**src/rtl/core/tth_pkg.sv**
```systemverilog
`timescale 1ns / 1ps
`default_nettype none

package tth_pkg;

	localparam int TimeW = 24;
	localparam int BlockW = 64;
	localparam int KeyW = 64;

	// Config register indexes
	localparam logic CFG_KEY = 1'b0;
	localparam logic CFG_DEC = 1'b1;

	localparam logic [7:0] SwapBase = 8'd100;
	localparam logic [3:0] MaxDigit = 4'd9;
	localparam logic [3:0] DigitBase = 4'd10;
	localparam logic [4:0] Mod5 = 5'd5;

	// Sequencer states, one-hot
	typedef enum logic [5:0] {
		ST_IDLE  = 6'b000001,
		ST_PERM1 = 6'b000010,
		ST_ROUND = 6'b000100,
		ST_PERM2 = 6'b001000,
		ST_DEC   = 6'b010000,
		ST_DONE  = 6'b100000
	} state_t;

	// Rotate a byte right by one
	function automatic logic [7:0] rot8r1(input logic [7:0] x);
		return {x[0], x[7:1]};
	endfunction

	// Bit reversal: position i of the result holds bit 63-i
	function automatic logic [63:0] rev64(input logic [63:0] x);
		logic [63:0] r;
		for (int i = 0; i < 64; i++) begin
			r[i] = x[63 - i];
		end
		return r;
	endfunction

	// Remainder by five of a value below twenty
	function automatic logic [2:0] mod5(input logic [4:0] x);
		logic [4:0] y;
		y = x;
		for (int i = 0; i < 3; i++) begin
			if (y >= Mod5) begin
				y = y - Mod5;
			end
		end
		return y[2:0];
	endfunction

endpackage

`default_nettype wire

```
**src/rtl/core/token_time_hash_64.sv**
```systemverilog
`timescale 1ns / 1ps
`default_nettype none

// Channel   Direction  Beat content
// s_axis    in         tdata[23:0] time_count
// m_axis    out        tdata[63:0] code_out
// cfg       in         cfg_index (0 secret_key, 1 decimal_output), cfg_data
//
// A beat passes from idle through the first permutation (16 key-nibble groups),
// 256 round steps at one a cycle, the second permutation, in decimal mode the
// decimal step over 16 digits, and finally the done state.
// The permutation walks one bit move a cycle through a 64-bit scratch word.
// Reset sets key to zero and decimal mode on; no clearing pass.
// A new beat is taken in idle even while a result waits on m_axis; the finished
// result waits in the done state until the output register is free.

module token_time_hash_64 (
	input  wire logic        clk,
	input  wire logic        arst_n,
	input  wire logic        s_axis_tvalid,
	output      logic        s_axis_tready,
	input  wire logic [23:0] s_axis_tdata,   // [23:0] time_count
	output      logic        m_axis_tvalid,
	input  wire logic        m_axis_tready,
	output      logic [63:0] m_axis_tdata,   // [63:0] code_out
	input  wire logic        cfg_valid,
	output      logic        cfg_ready,
	input  wire logic        cfg_index,
	input  wire logic [63:0] cfg_data
);

	tth_pkg::state_t state_q;

	logic [tth_pkg::KeyW-1:0]   secret_key_q;
	logic                       dec_q;
	logic [tth_pkg::KeyW-1:0]   key_q;
	logic [tth_pkg::BlockW-1:0] data_q;
	logic [tth_pkg::BlockW-1:0] bits_q;
	logic [tth_pkg::BlockW-1:0] out_q;
	logic                       out_valid_q;

	logic       pass_q;
	logic [2:0] grp_q;
	logic [3:0] n_q;
	logic [5:0] m_q;
	logic [5:0] s_q;
	logic [1:0] r_q;
	logic [3:0] d_q;
	logic [2:0] c_q;

	// Handshakes
	logic out_load;
	assign s_axis_tready = (state_q == tth_pkg::ST_IDLE);
	assign cfg_ready = 1'b1;
	assign m_axis_tvalid = out_valid_q;
	assign m_axis_tdata = out_q;
	assign out_load = (state_q == tth_pkg::ST_DONE) && (!out_valid_q || m_axis_tready);

	// Config registers
	always_ff @(posedge clk or negedge arst_n) begin
		if (!arst_n) begin
			secret_key_q <= '0;
			dec_q <= 1'b1;
		end else if (cfg_valid) begin
			case (cfg_index)
				tth_pkg::CFG_KEY: secret_key_q <= cfg_data;
				tth_pkg::CFG_DEC: dec_q <= cfg_data[0];
				default: ;
			endcase
		end
	end

	// Input block: t2,t1,t0,t0 twice
	logic [31:0] half;
	logic [63:0] v_in;
	assign half = {s_axis_tdata[23:16], s_axis_tdata[15:8], s_axis_tdata[7:0],
		s_axis_tdata[7:0]};
	assign v_in = {half, half};

	// Permutation addressing
	logic [3:0] nib;
	logic [5:0] gb;
	logic [5:0] dst;
	logic [5:0] src [4];
	logic       perm_last;
	assign nib = key_q[{~{pass_q, grp_q}, 2'b00} +: 4];
	assign gb = {~pass_q, ~grp_q, 2'b00};
	assign dst = gb + m_q + 6'd4;
	assign perm_last = ({pass_q, grp_q} == 4'hF);
	always_comb begin
		for (int i = 0; i < 4; i++) begin
			src[i] = gb + m_q + 6'(i);
		end
	end

	// Round step
	logic [7:0]  b0, b4, nb0, nb4, rt;
	logic [63:0] w, vn;
	always_comb begin
		b0 = data_q[63:56];
		b4 = data_q[31:24];
		rt = tth_pkg::rot8r1(b0) - 8'd1;
		if (key_q[s_q] ^ b0[7]) begin
			nb0 = b4;
			nb4 = tth_pkg::SwapBase - b0;
		end else begin
			nb0 = (tth_pkg::rot8r1(rt) - 8'd1) ^ b4;
			nb4 = b4;
		end
		w = {nb0, data_q[55:32], nb4, data_q[23:0]};
		vn = {w[62:0], w[63]};
	end

	// Decimal step
	logic [2:0] cn;
	logic [3:0] dig, dt, dn;
	always_comb begin
		cn = tth_pkg::mod5({2'b00, c_q} + {1'b0, key_q[63:60]});
		dig = data_q[63:60];
		dt = dig - {cn + 3'd1, 1'b0};
		dn = dig;
		if (dig > tth_pkg::MaxDigit) begin
			dn = (dt >= tth_pkg::DigitBase) ? dt - tth_pkg::DigitBase : dt;
		end
	end

	// Sequencer
	always_ff @(posedge clk or negedge arst_n) begin
		if (!arst_n) begin
			state_q <= tth_pkg::ST_IDLE;
			out_valid_q <= 1'b0;
			pass_q <= 1'b0;
			grp_q <= '0;
			n_q <= '0;
			m_q <= '0;
			s_q <= '0;
			r_q <= '0;
			d_q <= '0;
			c_q <= '0;
		end else begin
			// Output register: load a finished code or drop an accepted one
			if (out_load) begin
				out_valid_q <= 1'b1;
			end else if (out_valid_q && m_axis_tready) begin
				out_valid_q <= 1'b0;
			end
			case (state_q)
				tth_pkg::ST_IDLE: begin
					if (s_axis_tvalid) begin
						state_q <= tth_pkg::ST_PERM1;
						pass_q <= 1'b0;
						grp_q <= '0;
						n_q <= '0;
						m_q <= '0;
					end
				end
				tth_pkg::ST_PERM1, tth_pkg::ST_PERM2: begin
					if (n_q != nib) begin
						n_q <= n_q + 4'd1;
						m_q <= m_q + 6'd1;
					end else begin
						n_q <= '0;
						{pass_q, grp_q} <= {pass_q, grp_q} + 4'd1;
						if (perm_last) begin
							if (state_q == tth_pkg::ST_PERM1) begin
								state_q <= tth_pkg::ST_ROUND;
								s_q <= 6'd63;
								r_q <= '0;
							end else if (dec_q) begin
								state_q <= tth_pkg::ST_DEC;
								d_q <= '0;
								c_q <= tth_pkg::mod5({1'b0, key_q[3:0]});
							end else begin
								state_q <= tth_pkg::ST_DONE;
							end
						end
					end
				end
				tth_pkg::ST_ROUND: begin
					s_q <= s_q - 6'd1;
					if (s_q == 6'd0) begin
						r_q <= r_q + 2'd1;
						if (r_q == 2'd3) begin
							state_q <= tth_pkg::ST_PERM2;
							m_q <= '0;
							n_q <= '0;
							pass_q <= 1'b0;
							grp_q <= '0;
						end
					end
				end
				tth_pkg::ST_DEC: begin
					d_q <= d_q + 4'd1;
					c_q <= cn;
					if (d_q == 4'hF) begin
						state_q <= tth_pkg::ST_DONE;
					end
				end
				tth_pkg::ST_DONE: begin
					if (out_load) begin
						state_q <= tth_pkg::ST_IDLE;
					end
				end
				default: state_q <= tth_pkg::ST_IDLE;
			endcase
		end
	end

	// Datapath registers
	always_ff @(posedge clk) begin
		case (state_q)
			tth_pkg::ST_IDLE: begin
				if (s_axis_tvalid) begin
					key_q <= secret_key_q;
					data_q <= v_in;
					bits_q <= tth_pkg::rev64(v_in);
				end
			end
			tth_pkg::ST_PERM1, tth_pkg::ST_PERM2: begin
				if (n_q != nib) begin
					bits_q[dst] <= bits_q[m_q];
				end else begin
					for (int i = 0; i < 4; i++) begin
						data_q[~(gb + 6'(i))] <= bits_q[src[i]];
					end
				end
			end
			tth_pkg::ST_ROUND: begin
				data_q <= vn;
				if (s_q == 6'd0) begin
					key_q <= key_q ^ vn;
					if (r_q == 2'd3) begin
						bits_q <= tth_pkg::rev64(vn);
					end
				end
			end
			tth_pkg::ST_DEC: begin
				data_q <= {data_q[59:0], dn};
				key_q <= {key_q[59:0], key_q[63:60]};
			end
			tth_pkg::ST_DONE: begin
				if (out_load) begin
					out_q <= data_q;
				end
			end
			default: ;
		endcase
	end

	// Checks
	a_accept_starts_perm: assert property (@(posedge clk) disable iff (!arst_n)
		(s_axis_tvalid && s_axis_tready) |=> (state_q == tth_pkg::ST_PERM1))
		else $error("accepted beat did not start the permutation");

	a_round_holds: assert property (@(posedge clk) disable iff (!arst_n)
		(state_q == tth_pkg::ST_ROUND && !(s_q == 6'd0 && r_q == 2'd3))
		|=> (state_q == tth_pkg::ST_ROUND))
		else $error("left the rounds early");

	a_dec_mode: assert property (@(posedge clk) disable iff (!arst_n)
		(state_q == tth_pkg::ST_DEC) |-> dec_q)
		else $error("decimal remap while disabled");

	a_move_bound: assert property (@(posedge clk) disable iff (!arst_n)
		(state_q == tth_pkg::ST_PERM1 || state_q == tth_pkg::ST_PERM2) |-> (n_q <= nib))
		else $error("bit move count overran key nibble");

endmodule

`default_nettype wire
```
**config.mk**
```make
export PLATFORM = sky130hd
export DESIGN_NAME = token_time_hash_64
export DESIGN_NICKNAME = d
export VERILOG_FILES = /design/src/rtl/core/tth_pkg.sv /design/src/rtl/core/token_time_hash_64.sv
export SDC_FILE = /design/constraint.sdc
export NUM_CORES = 1
export LEC_CHECK = 0
export CAP_MARGIN = 20
export CORE_UTILIZATION = 40
export DETAILED_ROUTE_END_ITERATION = 6
export DONT_BUFFER_PORTS = 1
export PLACE_DENSITY_LB_ADDON = 0.08
export SKIP_CTS_REPAIR_TIMING = 1
export SLEW_MARGIN = 20
export SYNTH_ARGS = -nofsm -noshare
export SYNTH_HDL_FRONTEND = slang
export SYNTH_SLANG_ARGS = --single-unit
```
**constraint.sdc**
```tcl
create_clock -name clk -period 11.8 [get_ports clk]
set_input_delay 1.18 -clock clk [delete_from_list [all_inputs] [get_ports clk]]
set_output_delay 1.18 -clock clk [all_outputs]
set_load 0.005 [all_outputs]
```
==> results.py, run 1 <==
metrics = {
    "cells_and_area": {
        "final_cell_mix": "256 x edfxtp_1, 146 x nand2_1, 137 x nor2_1, 132 x mux2i_1, 124 x mux4_2",
        "area_delta_synth_final_pct": 9.455,
        "fin_cells": 2591,
        "drive_gt1_share_pct": 17.86,
        "layout_commonest_cell": "edfxtp_1",
        "fin_nets": 1943,
    },
    "timing": {
        "min_period_ps": 6637,
        "slew_viol_final": 0,
        "fmax_mhz": 150.7,
        "finalSetupTns_ps": 0,
        "rsz0062_at_grt": "no",
        "hold_viol_final": 0,
        "fin_worst_skew_ps": 25.79,
        "fin_crit_sh_pct": 56.24,
        "setup_slack_ps": 5163,
        "setup_violations": 0,
        "tightest_slew_ps": 1237,
        "slew_headroom_pct": 16.66,
    },
    "yosys": {
        "netlist_area_mm2": 0.02255,
        "async_flop_share_pct": 28.29,
        "ys.flop_type": "edfxtp_1",
        "synth_seq_area_share_pct": 45.31,
        "synth_seq_cells": 357,
        "syn_avg_cell_area_um2": 11.99,
        "synth_edf_count": 256,
        "yosysWarnings": 0,
        "syn_inst": 1881,
        "syn-num-nets": 2016,
        "synth_cell_types": 72,
    },
    "clocking": {
        "cts_num_sinks": 357,
        "clkTransAtPathRegs_ps": 60,
        "clock_path_buffers": 3,
        "cts_root_buf": "clkbuf_16",
        "numCtsBuffers": 44,
        "htree_levels": 2,
        "clk_latency_ps": 600,
        "cts_tree": "done",
    },
    "placement": {
        "io_buffers": 0,
        "dp.cells": 2509,
        "pre_cts_slack_ps": 5237,
        "post-dp-hpwl_um": 55260,
        "gp_congestion": 0.9359,
    },
    "setup_path": {
        "cp_common_cell": "ha_1",
        "worstPathMaxFanout": 9,
        "critPathMaxStageDelay_ps": 780,
        "arrival_ps": 6980,
        "critPathRequiredTime_ps": 12140,
        "worst-r2r-cell-count": 25,
        "crit_type": "flip-flop to flip-flop",
        "critPathCaptureType": "flip-flop",
        "cp_slowest_cell": "o31ai_1",
        "r2r_start": "key_q[60]",
        "reg2reg_slack_ps": 5160,
        "cp-start-kind": "flip-flop",
        "r2r_end": "data_q[1]",
    },
    "detailed_routing": {
        "vias": 16778,
        "wl_um": 78680,
        "wl_per_cell_um": 30.37,
        "avgViaCountPerCell": 6.475,
        "drt_pre_antenna_iters": 7,
        "route.detailed.drc": 8,
        "wl_met2_um": 37040,
        "dr_wl_met3_um": 6075,
        "top_layer_used": "met4",
        "met1Wirelength_um": 33130,
        "ant_nets": 0,
        "drtIter0Drc": 2130,
    },
    "run": {
        "drv_cap": 0,
    },
    "die": {
        "die-area_mm2": 0.05733,
        "core_region_area_mm2": 0.05542,
        "start_util_pct": 40.69,
        "rows": 86,
        "fp.dieW_um": 239.4,
        "io_pins": 161,
        "die_h_um": 239.4,
    },
    "grt": {
        "grt_usage_pct": 27.45,
        "grt_start_max_net_pins": 102,
        "grt_pass1_vias": 16227,
        "overflow": 0,
        "grt_pass1_wl_um": 115100,
        "antenna_found_initial": 1,
    },
    "hold_path": {
        "hp-class": "input port to asynchronous set/reset pin",
    },
    "outcome": {
        "violations": "DRC",
        "status": "complete, but fails checks",
    },
}
stage by stage:
step                      util [%]  hold WS [ps]  cell area [um^2]
after floorplan                  -         440.8             22550
after global placement       41.84         467.6             23180
after detailed placement     41.87         474.1             23200
after CTS                    44.50         282.9             24660
after global routing         44.54         292.4             24680
final                        44.54         314.1             24680
cells by family (layout without fill, tap and decap cells):
logic type	Yosys count	count (layout)	share of synthesized area [%]
muxes	333	333	22.09
xor gates and xnor gates	130	130	5.049
DFF	357	357	45.31
other	1	2	0.01663
and+or+nand+nor	408	408	8.179
AOI/OAI and AO/OA	432	432	13.90
buffers and inverters	179	140	3.080
adders and majority gates	41	41	2.375
flip-flops by register name, indices dropped and copies added, names as in the netlist:
register and cells:
c_q 3, n_q 4, m_axis_tvalid 1, secret_key_q 64, r_q 2, d_q 4
bits_q 64, s_q 6, grp_q 3, data_q 64, dec_q 1, pass_q 1
m_axis_tdata 64, state_q 6, m_q 6, key_q 64
critical path, delay by kind of cell, from the launching register on:
| kind | cells | cell delay, ps |
|---|---|---|
| AO/OA/AOI/OAI | 10 | 2410 |
| XOR/XNOR | 2 | 480 |
| adder cells (fa/ha/maj) | 6 | 1980 |
| buffers and inverters | 3 | 260 |
| flip-flops | 1 | 480 |
| AND/OR/NAND/NOR | 4 | 760 |
cell usage after synthesis, drive strengths merged (5+ instances only):
master	number	share of area, %
mux4	124	12
inv	34	0.57
o211ai	36	1.2
or3	6	0.17
nand2	147	2.5
dfrtp	99	11
mux2	77	3.8
a222oi	44	2.0
edfxtp	256	34
a21o	13	0.43
a22oi	40	1.3
nor4	5	0.27
buf	26	0.53
a221o	49	2.2
ha	38	2.1
mux2i	132	5.9
xor2	30	1.2
nor2	140	2.3
nand3	23	0.51
and3	6	0.17
xnor2	100	3.9
o21ai	124	2.8
a21oi	40	0.89
clkbuf	119	2.0
and2	11	0.31
or2	5	0.15
nor2b	13	0.36
o31ai	5	0.17
nand4	6	0.17
a211oi	7	0.23
o221ai	31	1.2
nor3	26	0.58
nand3b	6	0.20
how the worst max path moves through the flow:
stage / start / endpoint / slack (ps) / depth (start not counted)
after floorplan: grp_q[1] / data_q[0] / 4240 / 9
after global placement: key_q[60] / data_q[1] / 5360 / 25
after detailed placement: key_q[60] / data_q[1] / 5240 / 25
after CTS: key_q[60] / data_q[1] / 5210 / 25
after global routing: key_q[60] / data_q[1] / 4570 / 23
final: key_q[60] / data_q[1] / 5160 / 25
area by class of cell:
class                           count  area, um^2
Antenna cell                        1       2.502
Clock buffer                       55        1225
Clock inverter                     25       229.0
Fill cell                        5107       30730
Inverter                           34       127.6
Multi-Input combinational cell   1345       11730
Sequential cell                   357       10220
Tap cell                          748       935.9
Timing Repair Buffer               26       207.7
routing by layer:
| layer | track usage (%) | vias to the layer above |
|---|---|---|
| li1 | - | 7238 |
| met1 | 38.20 | 8648 |
| met2 | 43.31 | 776 |
| met3 | 4.691 | 116 |
| met4 | 9.188 | 0 |
| met5 | 0 | - |
Power of run 1 is left out: the tool's default activity adds up to more than one toggle a clock period on the data nets, which glitch-free logic cannot reach.
==> inputs of run 2 (changes only) <==
==> constraint.sdc (replaced) <==
create_clock -name clk -period 6.2 [get_ports clk]
set_input_delay 0.62 -clock clk [delete_from_list [all_inputs] [get_ports clk]]
set_output_delay 0.62 -clock clk [all_outputs]
set_load 0.005 [all_outputs]
==> results.py, run 2 (synthesis gave the netlist of run 1 again) <==
metrics = {
    "outcome": {
        "status": "complete, but fails checks",
        "violations": "DRC",
    },
    "clocking": {
        "htree_levels": 2,
        "clk_latency_ps": 600,
        "cts_root_buf": "clkbuf_16",
        "clock_path_buffers": 3,
        "cts_num_sinks": 357,
        "cts_tree": "done",
        "clkTransAtPathRegs_ps": 60,
        "numCtsBuffers": 44,
    },
    "hold_path": {
        "hp-class": "input port to flip-flop",
    },
    "setup_path": {
        "r2r_end": "data_q[1]",
        "crit_type": "flip-flop to flip-flop",
        "crit_start": "key_q[60]",
        "worstPathMaxFanout": 5,
        "crit_end": "data_q[1]",
        "critPathRequiredTime_ps": 6530,
        "reg2reg_slack_ps": 370,
        "critPathCaptureType": "flip-flop",
        "critPathMaxStageDelay_ps": 520,
        "critical_path_depth": 25,
        "worst-r2r-cell-count": 25,
        "cp_slowest_cell": "fa_1",
        "worst-path-buf-inv": 3,
        "arrival_ps": 6160,
        "r2r_start": "key_q[60]",
        "cp-start-kind": "flip-flop",
        "critPathTopFamily": "compound AO/OA/AOI/OAI gates",
        "cp_common_cell": "ha_1",
    },
    "timing": {
        "slew_headroom_pct": 27.22,
        "setup_violations": 0,
        "fin_hold_ws_ps": 168.9,
        "tightest_slew_ps": 1089,
        "fin_crit_sh_pct": 93.97,
        "hold_viol_final": 0,
        "fmax_mhz": 171.6,
        "finalSetupTns_ps": 0,
        "rsz0062_at_grt": "no",
        "min_period_ps": 5826,
        "slew_viol_final": 0,
        "fin_worst_skew_ps": 23.79,
    },
    "grt": {
        "overflow": 0,
        "grt_pass1_wl_um": 115700,
        "grt_pass1_vias": 16031,
        "grt_usage_pct": 27.71,
        "grt_start_max_net_pins": 102,
        "antenna_found_initial": 2,
    },
    "die": {
        "fp.dieW_um": 239.4,
        "io_pins": 161,
        "rows": 86,
        "die-area_mm2": 0.05733,
        "core_region_area_mm2": 0.05542,
        "die_h_um": 239.4,
        "start_util_pct": 40.69,
    },
    "cells_and_area": {
        "layout_commonest_cell": "edfxtp_1",
        "drive_gt1_share_pct": 18.81,
        "final_cell_mix": "256 x edfxtp_1, 146 x nand2_1, 137 x nor2_1, 132 x mux2i_1, 124 x mux4_2",
        "area_delta_synth_final_pct": 10.51,
        "diodes": 0,
        "fin_cells": 2614,
        "fin_nets": 1966,
    },
    "detailed_routing": {
        "avgViaCountPerCell": 6.447,
        "drt_pre_antenna_iters": 7,
        "ant_nets": 0,
        "wl_per_cell_um": 30.59,
        "wl_um": 79950,
        "route.detailed.drc": 11,
        "vias": 16852,
        "drtIter0Drc": 2386,
    },
    "run": {
        "drv_cap": 0,
    },
    "placement": {
        "dp.cells": 2531,
        "post-dp-hpwl_um": 56510,
        "gp_congestion": 0.9055,
        "io_buffers": 0,
    },
}
==> run 2: changes by cell type in the layout (fill, tap and decap cells not counted), moves of 2 or more <==
cell       before  now
buf_4          25   47
clkbuf_1        5   12
clkinv_2       12    7
a2111oi_0       2    0
a2111oi_2       0    2
bufinv_16       3    5
==> run 2: worst min-delay path by stage <==
stage / cells past startpoint / startpoint / endpoint
3_5_place_dp: 0 / arst_n / m_q[0]
4_1_cts: 0 / arst_n / m_q[0]
6_report: 1 / cfg_data[49] / secret_key_q[49]
3_3_place_gp: 0 / arst_n / secret_key_q[51]
5_1_grt: 1 / cfg_data[49] / secret_key_q[49]
2_1_floorplan: 0 / arst_n / c_q[0]
==> run 2: cell type report <==
| class | instances | area [um^2] |
|---|---|---|
| Multi-Input combinational cell | 1345 | 11760 |
| Timing Repair Buffer | 49 | 390.4 |
| Inverter | 34 | 127.6 |
| Sequential cell | 357 | 10220 |
| Clock inverter | 20 | 252.7 |
| Tap cell | 748 | 935.9 |
| Clock buffer | 61 | 1226 |
| Fill cell | 5135 | 30500 |
==> run 2: per-layer routing <==
layer | global-route usage [%] | part of all wire [%] | up-vias
met5 | 0 | 0 | -
met4 | 7.751 | 2.7 | 0
met3 | 4.621 | 7.9 | 113
met2 | 44.30 | 47 | 801
met1 | 38.72 | 42 | 8652
li1 | - | - | 7286
==> run 2: per-stage QoR <==
step	utilization, %	setup WS [ps]	cell area [um^2]
2_1_floorplan	-	455.7	22550
3_3_place_gp	42.14	106.7	23350
3_5_place_dp	42.14	58.89	23350
4_1_cts	44.80	17.62	24830
5_1_grt	44.97	27.30	24920
6_report	44.97	373.6	24920
Power of run 2 is left out for the same reason.
